===== src/rtl/rpdtp_pkg.sv =====
// Shared types and constants for the rotate/project/depth-test point plotter.
package rpdtp_pkg;

    // Screen grid and frame store
    localparam int SCREEN_WIDTH  = 128;
    localparam int SCREEN_HEIGHT = 64;
    localparam int STORE_DEPTH   = 8192;
    localparam int ADDR_W        = $clog2(STORE_DEPTH);
    localparam int SX_W          = $clog2(SCREEN_WIDTH);
    localparam int SY_W          = $clog2(SCREEN_HEIGHT);
    localparam int PIX_W         = SX_W + SY_W + 1;

    // Datapath widths
    localparam int OP_W    = 25;
    localparam int PROD_W  = 2 * OP_W;
    localparam int ACC_W   = 64;
    localparam int ZQ_W    = 26;
    localparam int INV_W   = 24;
    localparam int HI_SH   = 17;
    localparam int FRAC_SH = 38;
    localparam int Q_W     = ACC_W - FRAC_SH;

    // Stream payload widths
    localparam int IN_TDATA_W  = 56;
    localparam int OUT_TDATA_W = 40;

    // Action codes
    localparam logic [1:0] ACT_PLOT  = 2'd0;
    localparam logic [1:0] ACT_READ  = 2'd1;
    localparam logic [1:0] ACT_CLEAR = 2'd2;

    // Register indexes (byte address = 8 * index)
    localparam logic [2:0] REG_X_COEFFS = 3'd0;
    localparam logic [2:0] REG_Y_COEFFS = 3'd1;
    localparam logic [2:0] REG_Z_COEFFS = 3'd2;
    localparam logic [2:0] REG_CAM_DIST = 3'd3;
    localparam logic [2:0] REG_PROJ_SC  = 3'd4;
    localparam logic [2:0] REG_ASPECT_X = 3'd5;
    localparam logic [2:0] REG_BG_CHAR  = 3'd6;

    // Half-screen offsets in Q.38
    localparam logic signed [ACC_W-1:0] OFFSET_X =
        ACC_W'(SCREEN_WIDTH / 2) <<< FRAC_SH;
    localparam logic signed [ACC_W-1:0] OFFSET_Y =
        ACC_W'(SCREEN_HEIGHT / 2) <<< FRAC_SH;

    // Control of the shared multiply-accumulate unit
    typedef struct packed {
        logic                    acc_en;
        logic                    acc_load;
        logic                    acc_hi;
        logic signed [ACC_W-1:0] acc_init;
    } t_mac_ctl;

endpackage


===== src/rtl/rpdtp_mac.sv =====
// Shared signed multiplier with a registered product and a 64-bit accumulator.
module rpdtp_mac import rpdtp_pkg::*; (
    input  logic                     i_clk,
    input  t_mac_ctl                 i_ctl,
    input  logic signed [OP_W-1:0]   i_a,
    input  logic signed [OP_W-1:0]   i_b,
    output logic signed [PROD_W-1:0] o_prod,
    output logic signed [ACC_W-1:0]  o_acc
);

    logic signed [PROD_W-1:0] r_prod;
    logic signed [ACC_W-1:0]  r_acc;
    logic signed [ACC_W-1:0]  pext;
    logic signed [ACC_W-1:0]  addend;
    logic signed [ACC_W-1:0]  base;

    // product stage
    always_ff @(posedge i_clk) begin
        r_prod <= i_a * i_b;
    end

    // accumulate stage: optional preload, product optionally weighted by 2^17
    always_comb begin
        pext   = {{(ACC_W-PROD_W){r_prod[PROD_W-1]}}, r_prod};
        addend = '0;
        if (i_ctl.acc_en) begin
            addend = i_ctl.acc_hi ? (pext <<< HI_SH) : pext;
        end
        base = i_ctl.acc_load ? i_ctl.acc_init : r_acc;
    end

    always_ff @(posedge i_clk) begin
        if (i_ctl.acc_en || i_ctl.acc_load) begin
            r_acc <= base + addend;
        end
    end

    assign o_prod = r_prod;
    assign o_acc  = r_acc;

endmodule


===== config.mk =====
export PLATFORM = sky130hd
export DESIGN_NAME = rpdtp_mac
export DESIGN_NICKNAME = d
export VERILOG_FILES = /design/src/rtl/rpdtp_pkg.sv /design/src/rtl/rpdtp_mac.sv
export SDC_FILE = /design/constraint.sdc
export NUM_CORES = 2
export LEC_CHECK = 0
export BUFFER_PORTS_ARGS = -buffer_cell sky130_fd_sc_hd__buf_2
export CAP_MARGIN = 10
export CORE_ASPECT_RATIO = 0.75
export CORE_MARGIN = 2
export CORE_UTILIZATION = 58
export DETAILED_ROUTE_END_ITERATION = 12
export PLACE_DENSITY = 0.84
export REMOVE_ABC_BUFFERS = 1
export SYNTH_ARGS = -nofsm -noshare
export SYNTH_HDL_FRONTEND = slang
export SYNTH_SLANG_ARGS = --single-unit
export TNS_END_PERCENT = 50

===== constraint.sdc =====
create_clock -name i_clk -period 8.9 [get_ports i_clk]
set_input_delay 2.225 -clock i_clk [delete_from_list [all_inputs] [get_ports i_clk]]
set_output_delay 2.225 -clock i_clk [all_outputs]
set_load 0.1 [all_outputs]

Word level (Yosys, flattened, before mapping)
Index checks and enable logic that the tools add are counted.

Reduce and logical (&&, ||, !) cells: 1. Multiplexer cells: 3. Add/subtract/negate cells: 1. Multiply operators: 1.

Operators with widths (count): two-way mux 64 bit (3); adder 64 bit (1); multiplier 25 x 25 -> 50 bit (1); logical OR 1 bit (1).

Input bits: 118. Logic and storage cells: 8. Register bits after elaboration: 114. Output and inout port bits: 114.

Logic depth before layout (Yosys ltp)
Word-level depth: 3. Gate-level depth with buffers: 27. Mapped depth without buffers: 25.

Worst setup path after synthesis
No wires, ideal clock.

Path kind: input-to-reg. Start point: in i_a[24]. End point: reg r_prod[49], in the netlist o_prod[49]. Library setup time: 127 ps. Path buffers: 1. Slack: 243 ps. Arrival time: 8529 ps. Data required time: 8773 ps. Stages: 24. Cells stage by stage: clkbuf_1 nand2_1 inv_1 fa_1 inv_1 fa_1 fa_1 inv_1 fa_1 inv_1 fa_1 fa_1 fa_1 inv_1 ha_1 nand3_1 nor3_1 nand2_1 a211o_1 a2111oi_4 nor2_2 o31ai_2 o41ai_1 xnor2_1.

Longest elaborated chain between the ends: 1.

RTL lines: start: declaration (RTL line rpdtp_mac.sv:5) `input logic signed [OP_W-1:0] i_a,`; multiplier 25 x 25 -> 50 bit (RTL line rpdtp_mac.sv:19) `r_prod <= i_a * i_b;`; end signal: assignment (RTL line rpdtp_mac.sv:19); end: declaration (RTL line rpdtp_mac.sv:11) `logic signed [PROD_W-1:0] r_prod;`.

No other way between the ends. A chain may end at the register's enable or synchronous reset.

Worst setup path after layout
Start point: in i_b[1]. End point: reg r_prod[49], in the netlist o_prod[49].

Longest elaborated chain between the ends: 1.

RTL lines: start: declaration (RTL line rpdtp_mac.sv:6) `input logic signed [OP_W-1:0] i_b,`; multiplier 25 x 25 -> 50 bit (RTL line rpdtp_mac.sv:19).

No other way between the ends.

==> impl_metrics.yaml <==
cts:
  cts_tree: "yes"
  cts.hold.buffers_added: 0
  clock_latency_ns: 0.43
  ctsResizeCount: 0
  ctsHtreeMaxLevel: 4
  cts_buffer_depth: 2
  clockRootBuffer: "clkbuf_16"
  numCtsBuffers: 17
  cts.clk_slew.worst_paths_ns: 0.06
  clock-sinks: 114
  postCtsSetupRepairBufs: 0
drt:
  route.detailed.drc: 0
  drt_iter0_markers: 2580
  drt_wl_total_microns: 88030
  wl_met3_microns: 10230
  vias: 24410
  wire_per_inst_microns: 20.72
  top_layer: "met4"
  wl_met2_microns: 39150
  wl_met1_microns: 36030
  ant_nets: 0
  via_per_inst: 5.747
  drt-pass1-iter-count: 6
synthesis:
  synth_top_family_by_area: "adder cells"
  synthSimpleGateAreaFrac: 0.1534
  synthFlopType: "edfxtp_1"
  avgSynthCellArea_sq_um: 9.377
  synth_cell_types: 68
  synth-xor-area-share: 0.03167
  synthMuxAreaShare: 0.03357
  synth_seq_cells: 114
  synth-compound-area-share: 0.08290
  ys_warn_count: 0
  syn_inst: 3303
  synth-adder-area-share: 0.5084
  yosysSeqAreaShare: 0.09437
  syn_area_sq_um: 30970
  async_flop_share: 0
  synth_edf_count: 64
sta:
  fin_skew_ns: 0.01448
  drv_slew: 0
  worstMarginPinSlew_ns: 0.9069
  fin_tns_setup_ns: 0
  finalHoldViolations: 0
  rsz0062_at_grt: "no"
  max_freq_mhz: 117.5
  slew_headroom: 0.3954
  setup_viol: 0
  period_needed_ns: 8.514
  finalCritPeriodShare: 0.9566
final_layout:
  seq_area_sq_um: 2923
  fin_nets: 4500
  drive_gt1_frac: 0.1268
  multi_input_area_sq_um: 25090
  fillers: 4147
  syn_to_final_growth_pct: 9.958
  fin_cells: 4248
critical_path:
  crit_type: "in -> reg"
  crit_required_ns: 9.20
  cp_max_fo: 15
  regToRegSetupSlack_ns: 4.40
  crit_chain: "buf_2, nand2_1, inv_1, fa_1, inv_1, fa_1, fa_1, inv_1, fa_1, inv_1, fa_1, fa_1, fa_1, inv_1, ha_1, nand3_1, nor3_1, nand2_1, a211o_1, a2111oi_4, nor2_2, o31ai_2, o41ai_1, xnor2_1"
  cp-end-kind: "flop"
  cp_slowest_cell: "fa_1"
  reg2reg_from: "o_acc[0]$_DFFE_PP_"
  cpMostUsedCell: "fa_1"
  crit_arrival_ns: 8.81
  cp_slowest_stage_delay_ns: 0.63
  reg2reg_depth: 12
  cp-start-kind: "primary input"
  regToRegEndpoint: "o_acc[56]$_DFFE_PP_"
global_routing:
  gr-usage-all-layers: 0.3276
  grt_pass1_vias: 25540
  gr-total-overflow: 0
  grt_pass1_wl_microns: 141000
  antenna_found_initial: 2
  grt_max_degree: 65
die:
  die-area_sq_um: 55280
  start_util: 0.5857
  core_sq_um: 52880
  ios: 232
  die-height_microns: 204.1
  chipWidth_microns: 270.8
  rows: 73
min_path:
  whs_endpoint: "o_acc[0]$_DFFE_PP_"
  worstHoldPathCells: 2
  min_from: "o_acc[0]$_DFFE_PP_"
  min_path_type: "reg -> reg"
outcome:
  status: "complete, no violations"
placed_design:
  numPortBuffers: 231
  dp_hpwl_microns: 74740
  gp_congestion: 1.005
  dp_cells: 4211
job:
  cap_violations: 0
[final cells by class]
type                    instances  area share
multi-input cells            2400      0.7366
flip-flops and latches        114     0.08582
inverters                     646     0.07120
repair buffers                340     0.06323
well taps                     712     0.02616
clock buffers                  18     0.01323
clock inverters                14    0.003490
diodes                          4   0.0002939
[flip-flops by register name (all words and copies together) (netlist names)]
signal	flops
o_acc	64
o_prod	50
[critical path: cells and delay by family]
kind / cells / cell delay (ns)
AOI/OAI and AO/OA: 4 / 1.17
adders and majority gates: 8 / 3.98
xor gates and xnor gates: 1 / 0.13
buffers and inverters: 6 / 0.55
and+or+nand+nor: 5 / 0.73
[stage by stage]
stage               hold WS, ns  utilization  instance area (sq um)  setup WS (ns)
CTS                      0.7940       0.6436                  34040         0.4040
finish                   0.8085       0.6440                  34060         0.3859
detailed placement       0.7757       0.6328                  33470       0.002923
global route             0.8247       0.6438                  34050         0.1350
floorplan                 1.281            -                  30430         0.4336
global placement         0.7846       0.6328                  33470        0.05139
[kinds of logic (layout without fill, tap and decap cells)]
group,count (synthesis),count (layout)
and+or+nand+nor,943,943
muxes,96,96
DFF,114,114
xor gates and xnor gates,112,112
other,0,4
AOI/OAI and AO/OA,386,386
buffers and inverters,789,1018
adders and majority gates,863,863
[layout by cell type (no fill, tap or decap), drive strengths merged, types with 63 or more instances in the layout]
cell type / n
a21o: 64
a21oi: 114
and2: 336
buf: 340
edfxtp: 64
fa: 659
ha: 204
inv: 652
mux2: 63
nand2: 373
nor2: 85
xnor2: 81
[Yosys cell counts (all sizes together), types with 8 or more instances]
library cell    n  area (sq um)
fa            659         13190
inv           645          2421
nand2         373          1400
and2          336          2102
ha            204          2552
clkbuf        135         506.7
a21oi         114         574.3
nor2           85         321.6
xnor2          81         709.4
a21o           64         480.5
edfxtp         64          1922
mux2           63         709.4
o21ai          58         290.3
dfxtp          50          1001
nor2b          40         250.2
mux2i          33         330.3
xor2           31         271.5
o21bai         23         172.7
a21boi         21         157.6
and3           19         118.9
nand3          17         85.08
nand2b         16         100.1
nor3           16         80.08
o21a           15         112.6
a211oi         13         97.59
a31oi          13         87.58
o211ai         13         97.59
nand4          11         68.82
buf             8         32.53
o31ai           8         75.08
[worst max path at each step]
stage | startpoint | end | cells past startpoint
after global placement | i_b[1] | o_prod[49]$_DFF_P_ | 24
after global routing | i_b[1] | o_prod[49]$_DFF_P_ | 25
final | i_b[1] | o_prod[49]$_DFF_P_ | 24
after CTS | i_b[1] | o_prod[49]$_DFF_P_ | 24
after detailed placement | i_b[1] | o_prod[49]$_DFF_P_ | 24
after floorplan | i_b[1] | o_prod[49]$_DFF_P_ | 23
[metal layers]
layer  GRT usage  up-vias
li1            -    10630
met1      0.4698    12160
met2      0.4980     1410
met3     0.08165      217
met4     0.08919        0
met5           0        -
Power is left out: the tool's default activity adds up to more than one toggle a clock period on the data nets, which glitch-free logic cannot reach.
