$ cat config.mk
export PLATFORM = sky130hd
export DESIGN_NAME = rpdtp_div
export DESIGN_NICKNAME = d
export VERILOG_FILES = /design/src/rtl/rpdtp_pkg.sv /design/src/rtl/rpdtp_div.sv
export SDC_FILE = /design/constraint.sdc
export NUM_CORES = 1
export LEC_CHECK = 0
export BUFFER_PORTS_ARGS = -buffer_cell sky130_fd_sc_hd__buf_2
export CORE_MARGIN = 4
export CORE_UTILIZATION = 59
export CTS_CLUSTER_DIAMETER = 120
export DETAILED_ROUTE_END_ITERATION = 12
export PLACE_DENSITY = 0.88
export SETUP_SLACK_MARGIN = 0.4
export SLEW_MARGIN = 20
export SYNTH_ARGS = -nofsm -noshare
export SYNTH_HDL_FRONTEND = slang
export SYNTH_SLANG_ARGS = --single-unit
$ cat constraint.sdc
create_clock -name i_clk -period 3.2 [get_ports i_clk]
set_input_delay 0.64 -clock i_clk [delete_from_list [all_inputs] [get_ports i_clk]]
set_output_delay 0.64 -clock i_clk [all_outputs]
set_load 0.03 [all_outputs]
$ cat src/rtl/rpdtp_pkg.sv
// Shared types and constants for the rotate/project/depth-test point plotter.
package rpdtp_pkg;

    // Screen grid and frame store
    localparam int SCREEN_WIDTH  = 128;
    localparam int SCREEN_HEIGHT = 64;
    localparam int STORE_DEPTH   = 8192;
    localparam int ADDR_W        = $clog2(STORE_DEPTH);
    localparam int SX_W          = $clog2(SCREEN_WIDTH);
    localparam int SY_W          = $clog2(SCREEN_HEIGHT);
    localparam int PIX_W         = SX_W + SY_W + 1;

    // Datapath widths
    localparam int OP_W    = 25;
    localparam int PROD_W  = 2 * OP_W;
    localparam int ACC_W   = 64;
    localparam int ZQ_W    = 26;
    localparam int INV_W   = 24;
    localparam int HI_SH   = 17;
    localparam int FRAC_SH = 38;
    localparam int Q_W     = ACC_W - FRAC_SH;

    // Stream payload widths
    localparam int IN_TDATA_W  = 56;
    localparam int OUT_TDATA_W = 40;

    // Action codes
    localparam logic [1:0] ACT_PLOT  = 2'd0;
    localparam logic [1:0] ACT_READ  = 2'd1;
    localparam logic [1:0] ACT_CLEAR = 2'd2;

    // Register indexes (byte address = 8 * index)
    localparam logic [2:0] REG_X_COEFFS = 3'd0;
    localparam logic [2:0] REG_Y_COEFFS = 3'd1;
    localparam logic [2:0] REG_Z_COEFFS = 3'd2;
    localparam logic [2:0] REG_CAM_DIST = 3'd3;
    localparam logic [2:0] REG_PROJ_SC  = 3'd4;
    localparam logic [2:0] REG_ASPECT_X = 3'd5;
    localparam logic [2:0] REG_BG_CHAR  = 3'd6;

    // Half-screen offsets in Q.38
    localparam logic signed [ACC_W-1:0] OFFSET_X =
        ACC_W'(SCREEN_WIDTH / 2) <<< FRAC_SH;
    localparam logic signed [ACC_W-1:0] OFFSET_Y =
        ACC_W'(SCREEN_HEIGHT / 2) <<< FRAC_SH;

    // Control of the shared multiply-accumulate unit
    typedef struct packed {
        logic                    acc_en;
        logic                    acc_load;
        logic                    acc_hi;
        logic signed [ACC_W-1:0] acc_init;
    } t_mac_ctl;

endpackage

$ cat src/rtl/rpdtp_div.sv
// Restoring divider for the inverse depth floor(2^38 / zq), saturated to 24 bits.
module rpdtp_div import rpdtp_pkg::*; (
    input  logic             i_clk,
    input  logic             i_rst_n,
    input  logic             i_start,
    input  logic [ZQ_W-1:0]  i_divisor,
    output logic             o_done,
    output logic [INV_W-1:0] o_quot
);

    localparam logic [ZQ_W-1:0] SAT_LIMIT = ZQ_W'(1) << (FRAC_SH - INV_W);

    logic             r_busy;
    logic             r_done;
    logic [4:0]       r_cnt;
    logic [ZQ_W:0]    r_rem;
    logic [ZQ_W-1:0]  r_div;
    logic [INV_W-1:0] r_q;
    logic [ZQ_W:0]    shifted;
    logic             fits;

    // one quotient bit per cycle; dividend bits below the top are all zero
    always_comb begin
        shifted = {r_rem[ZQ_W-1:0], 1'b0};
        fits    = shifted >= {1'b0, r_div};
    end

    always_ff @(posedge i_clk) begin
        if (!i_rst_n) begin
            r_busy <= 1'b0;
            r_done <= 1'b0;
        end else begin
            r_done <= 1'b0;
            if (i_start) begin
                r_div <= i_divisor;
                if (i_divisor <= SAT_LIMIT) begin
                    // quotient would need 25 bits or more
                    r_q    <= '1;
                    r_done <= 1'b1;
                end else begin
                    r_busy <= 1'b1;
                    r_rem  <= (ZQ_W+1)'(SAT_LIMIT);
                    r_cnt  <= 5'(INV_W - 1);
                end
            end else if (r_busy) begin
                r_rem <= fits ? (shifted - {1'b0, r_div}) : shifted;
                r_q   <= {r_q[INV_W-2:0], fits};
                if (r_cnt == 5'd0) begin
                    r_busy <= 1'b0;
                    r_done <= 1'b1;
                end else begin
                    r_cnt <= r_cnt - 5'd1;
                end
            end
        end
    end

    assign o_done = r_done;
    assign o_quot = r_q;

endmodule

**After elaboration in Yosys (flattened, before gate mapping)**

Cells that the tools add are included.

- Bits in registers: 83
- Input port bits: 29
- Output and inout bits: 25
- Logic and storage cells: 38

- Add/subtract/negate cells: 2
- $lt $le $gt $ge: 2
- Eq/ne operators: 3
- Muxes and demuxes: 19
- Reduce and logical (&&, ||, !) cells: 6

Operators with widths:

| cell | count |
|---|---|
| 26-bit two-way mux | 4 |
| 24-bit two-way mux | 3 |
| 27-bit by 26-bit greater-or-equal comparator with 1-bit output | 1 |
| 26-bit by 15-bit <= comparator with 1-bit output, second input constant | 1 |
| 26-bit subtractor | 1 |
| 5-bit two-way mux | 4 |
| 1-bit two-way mux | 8 |
| 3-bit AND reduction | 2 |
| 5-bit zero test | 1 |
| 5-bit by 1-bit subtractor with 5-bit output, second input constant | 1 |
| 2-bit inequality test, second input constant | 2 |
| 4-bit AND reduction | 1 |
| 2-bit by 1-bit inequality test with 1-bit output, second input constant | 1 |
| 2-bit AND reduction | 1 |
| 2-bit nonzero test | 1 |

**Longest topological paths before layout**

- Depth in word-level cells: 4
- Gate-level depth with buffers: 13
- Depth with buffers taken out: 10

**Worst setup path after synthesis**

No wires, ideal clock.

- Path kind: input port to flip-flop
- Start point: input port i_start
- End point: register r_rem[0], enable pin
- Library setup time: 409 ps
- Arrival time: 2422 ps
- Required time: 2791 ps
- Slack: 369 ps
- Stages on the path: 5
- Buffers on the path: 2
- Cells stage by stage: clkbuf_1 -> inv_1 -> clkbuf_1 -> nor2_1 -> nor2_1

- Longest elaborated chain between the ends: 2

RTL lines:

| element | line | source |
|---|---|---|
| start, declared | rpdtp_div.sv:5 | `input logic i_start,` |
| 2-bit inequality test (no line) or 2-bit nonzero test (tied branches) | n/a |  |
| 3-bit AND reduction (no line) * | n/a |  |
| end signal, assigned | rpdtp_div.sv:42 | `r_rem <= (ZQ_W+1)'(SAT_LIMIT);` |
| end signal, assigned | rpdtp_div.sv:46 | `r_rem <= fits ? (shifted - {1'b0, r_div}) : shifted;` |
| end, declared | rpdtp_div.sv:16 | `logic [ZQ_W:0] r_rem;` |

Every way passes the cells marked *; elsewhere a longest branch is shown, timed or not.
A chain may end at the register's enable or synchronous reset.

**Worst setup path after layout**

- Start point: register r_rem[19]
- End point: register r_rem[16], data pin

- Longest elaborated chain between the ends: 4

RTL lines:

| element | line | source |
|---|---|---|
| 27-bit by 26-bit greater-or-equal comparator with 1-bit output | rpdtp_div.sv:25 | `fits = shifted >= {1'b0, r_div};` |
| 26-bit two-way mux | rpdtp_div.sv:46 |  |
| 26-bit two-way mux | rpdtp_div.sv:45 | `end else if (r_busy) begin` |
| 26-bit two-way mux | rpdtp_div.sv:34 | `if (i_start) begin` |

Every way passes these cells. The select of a mux whose other input is x is not followed.

==> results.yml <==
clocking:
  cts_buffers: 9
  cts_tree: "yes"
  clock-sinks: 83
  clkTransAtPathRegs_ns: 0.09
  cts_max_path_buffers: 2
  cts_root_buf: "clkbuf_8"
  clk_latency_ns: 0.38
  htreeDepth: 3
yosys:
  async_reset_ff_frac: 0
  ys_seq_elements: 83
  syn_area_sq_um: 4710
  syn-num-nets: 482
  syn_avg_cell_area_sq_um: 11.1
  synthCells: 425
  yosys-top-cells-area: "edfxtp_1 (52%), ha_1 (7.2%), mux2i_1 (3.4%)"
  ys_seq_area_frac: 0.525
  ys.flop_type: "edfxtp_1"
  yosys.area.top_type: "edfxtp_1"
  synth_warnings: 0
  netlist.area_leader.share: 0.517
  synthDistinctLibCells: 52
  synth_edf_count: 81
die:
  initial_utilization: 0.609
  die_w_microns: 97.3
  dieArea_sq_um: 9470
  coreArea_sq_um: 7730
  die_h_microns: 97.3
  ios: 54
  rows: 32
placement:
  dp_cells: 575
  globalplace.congestion: 0.908
  dp_hpwl_microns: 7370
  postPlaceCellArea_sq_um: 5110
  portBuffers: 53
global_route:
  grt_pass1_wl_microns: 17300
  grt_max_degree: 38
  grt_use_total: 0.226
  antenna_found_initial: 0
  globalRouteOverflowTotal: 0
  grt_pass1_vias: 3562
timing:
  max_slew.worst_pin.slew_ns: 0.724
  holdWs_ns: 0.451
  skew_ns: 0.00851
  rsz0062_at_grt: "true"
  slew_headroom: 0.513
  fin_crit_ns: 2.87
  setup_viol: 0
  slew_violations: 0
  fin_setup_tns_ns: 0
  finalHoldViolations: 0
  fin_crit_sh: 0.895
  fmax_mhz: 349
drt:
  routed_wl_microns: 12100
  routedWlPerCell_microns: 19.9
  viasPerCell: 6.20
  route.antenna.remaining_nets: 0
  vias: 3757
  first_iter_violations: 346
  first_pass_iters: 7
  drc: 0
run_status:
  status: "finished clean"
critical_path:
  cp.arrival_ns: 2.99
  worstPathRequired_ns: 3.32
  crit_type: "register to register"
  end_kind: "register"
  cp_max_fo: 8
  start_kind: "register"
final_layout:
  syn_to_final_growth_pct: 21.6
  mostFrequentLayoutCells: "edfxtp_1 (81), buf_2 (53), inv_1 (33)"
  diodes: 0
  drive_gt1_frac: 0.333
  final_common_cell: "edfxtp_1"
  nNetsFinal: 556
  fin_area_sq_um: 5730
  fin_cells: 606
run:
  maxCapViolCount: 0
hold_path:
  hp-class: "input port to register"
pwr:
  vdd_ir_drop_max_v: 0.000404
  powerDensity_nw_per_um2: 519
  cellLeakagePower_nw: 2.32
==> cells by family after synthesis <==
| logic type | share of synthesized area |
|---|---|
| buffers and inverters | 0.0449 |
| AO/OA/AOI/OAI | 0.138 |
| multiplexers | 0.0340 |
| AND/OR/NAND/NOR | 0.147 |
| adder cells (fa/ha/maj) | 0.0760 |
| flip-flops | 0.525 |
| XOR/XNOR | 0.0354 |
==> per-stage QoR <==
step	setup slack, ns	utilization	total power (W)
floorplan	0.536	-	0.00186
global placement	0.385	0.661	0.00200
detailed placement	0.334	0.661	0.00202
CTS	0.372	0.694	0.00278
global route	0.283	0.741	0.00308
finish	0.335	0.741	0.00297
==> metal layers <==
layer	wire length [microns]	part of all wire	GRT usage	vias to the layer above
met5	0	0	0	-
met4	445	0.037	0.0724	0
met3	976	0.081	0.0546	53
met2	5980	0.50	0.381	212
met1	4650	0.39	0.287	1795
li1	-	-	-	1697
==> cell usage after synthesis, types with 2 or more instances <==
cell type and number:
o21ai_0 17, a21oi_1 27, clkbuf_1 9, inv_1 35, buf_2 3, a211oi_2 4, nand4_1 5, a21o_1 13
o21bai_1 3, o21a_1 5, a31oi_1 2, xnor2_1 13, o211ai_1 5, dfxtp_1 2, nor3_1 6, a2111o_1 2
a211oi_1 3, or2_2 24, or3_1 3, a21o_2 2, nand2b_1 4, and4_1 2, mux2i_1 16, and2_1 3
edfxtp_1 81, nand2_1 27, nor2_1 31, a21boi_0 2, nand3_1 11, and3_1 4, nor4_1 5, nor2b_1 4
xor2_1 6, o21ai_1 2, ha_1 27
==> power breakdown <==
| part | internal, W | leakage [nW] | switching [W] |
|---|---|---|---|
| clock network | 0.000317 | 0.0918 | 0.000439 |
| registers | 0.00128 | 0.770 | 0.0000456 |
| logic | 0.000405 | 1.46 | 0.000480 |
| total | 0.00201 | 2.32 | 0.000965 |
==> repair_timing <==
action / CTS / global route
setup buffers: 1 / 12
gates resized for setup: 9 / 44
endpoints found under the hold margin: 0 / 0
pin swaps: 1 / 17
gates cloned: 0 / 2
setup endpoints to repair: 22 / 27
hold buffers: 0 / 0
==> final cells by class <==
cell class / count / area, sq um
Inverter: 35 / 131
Clock buffer: 10 / 138
Tap cell: 102 / 128
Fill cell: 467 / 2000
Sequential cell: 83 / 2470
Multi-Input combinational cell: 293 / 2310
Timing Repair Buffer: 77 / 497
Clock inverter: 6 / 52.6
==> final timing paths <==
path                                              start                 endpoint  slack [ns]  cells past startpoint
worst max-delay path            r_rem[19]$_SDFFCE_PP0P_  r_rem[16]$_SDFFCE_PP0P_        0.33                     10
worst min-delay path                      i_divisor[24]      r_div[24]$_DFFE_PP_        0.45                      1
worst max register to register  r_rem[19]$_SDFFCE_PP0P_  r_rem[16]$_SDFFCE_PP0P_        0.33                     10
worst min register to register      r_busy$_SDFFE_PN0P_      r_busy$_SDFFE_PN0P_        0.53                      2
==> sequential cells by signal, indices dropped and copies added (netlist names) <==
name    cells
r_div      26
r_rem      26
o_quot     24
r_cnt       5
o_done      1
r_busy      1
==> critical path, stage by stage (launching register included) <==
cell       delay (ns)
edfxtp_1         0.44
ha_4             0.29
a21o_1           0.18
a21o_1           0.16
a21o_1           0.20
a211oi_2         0.29
o21ai_2          0.14
or3_4            0.48
clkbuf_16        0.20
nor2_1           0.17
a211oi_2         0.07
Note: power is estimated with default switching activity, not from simulation.
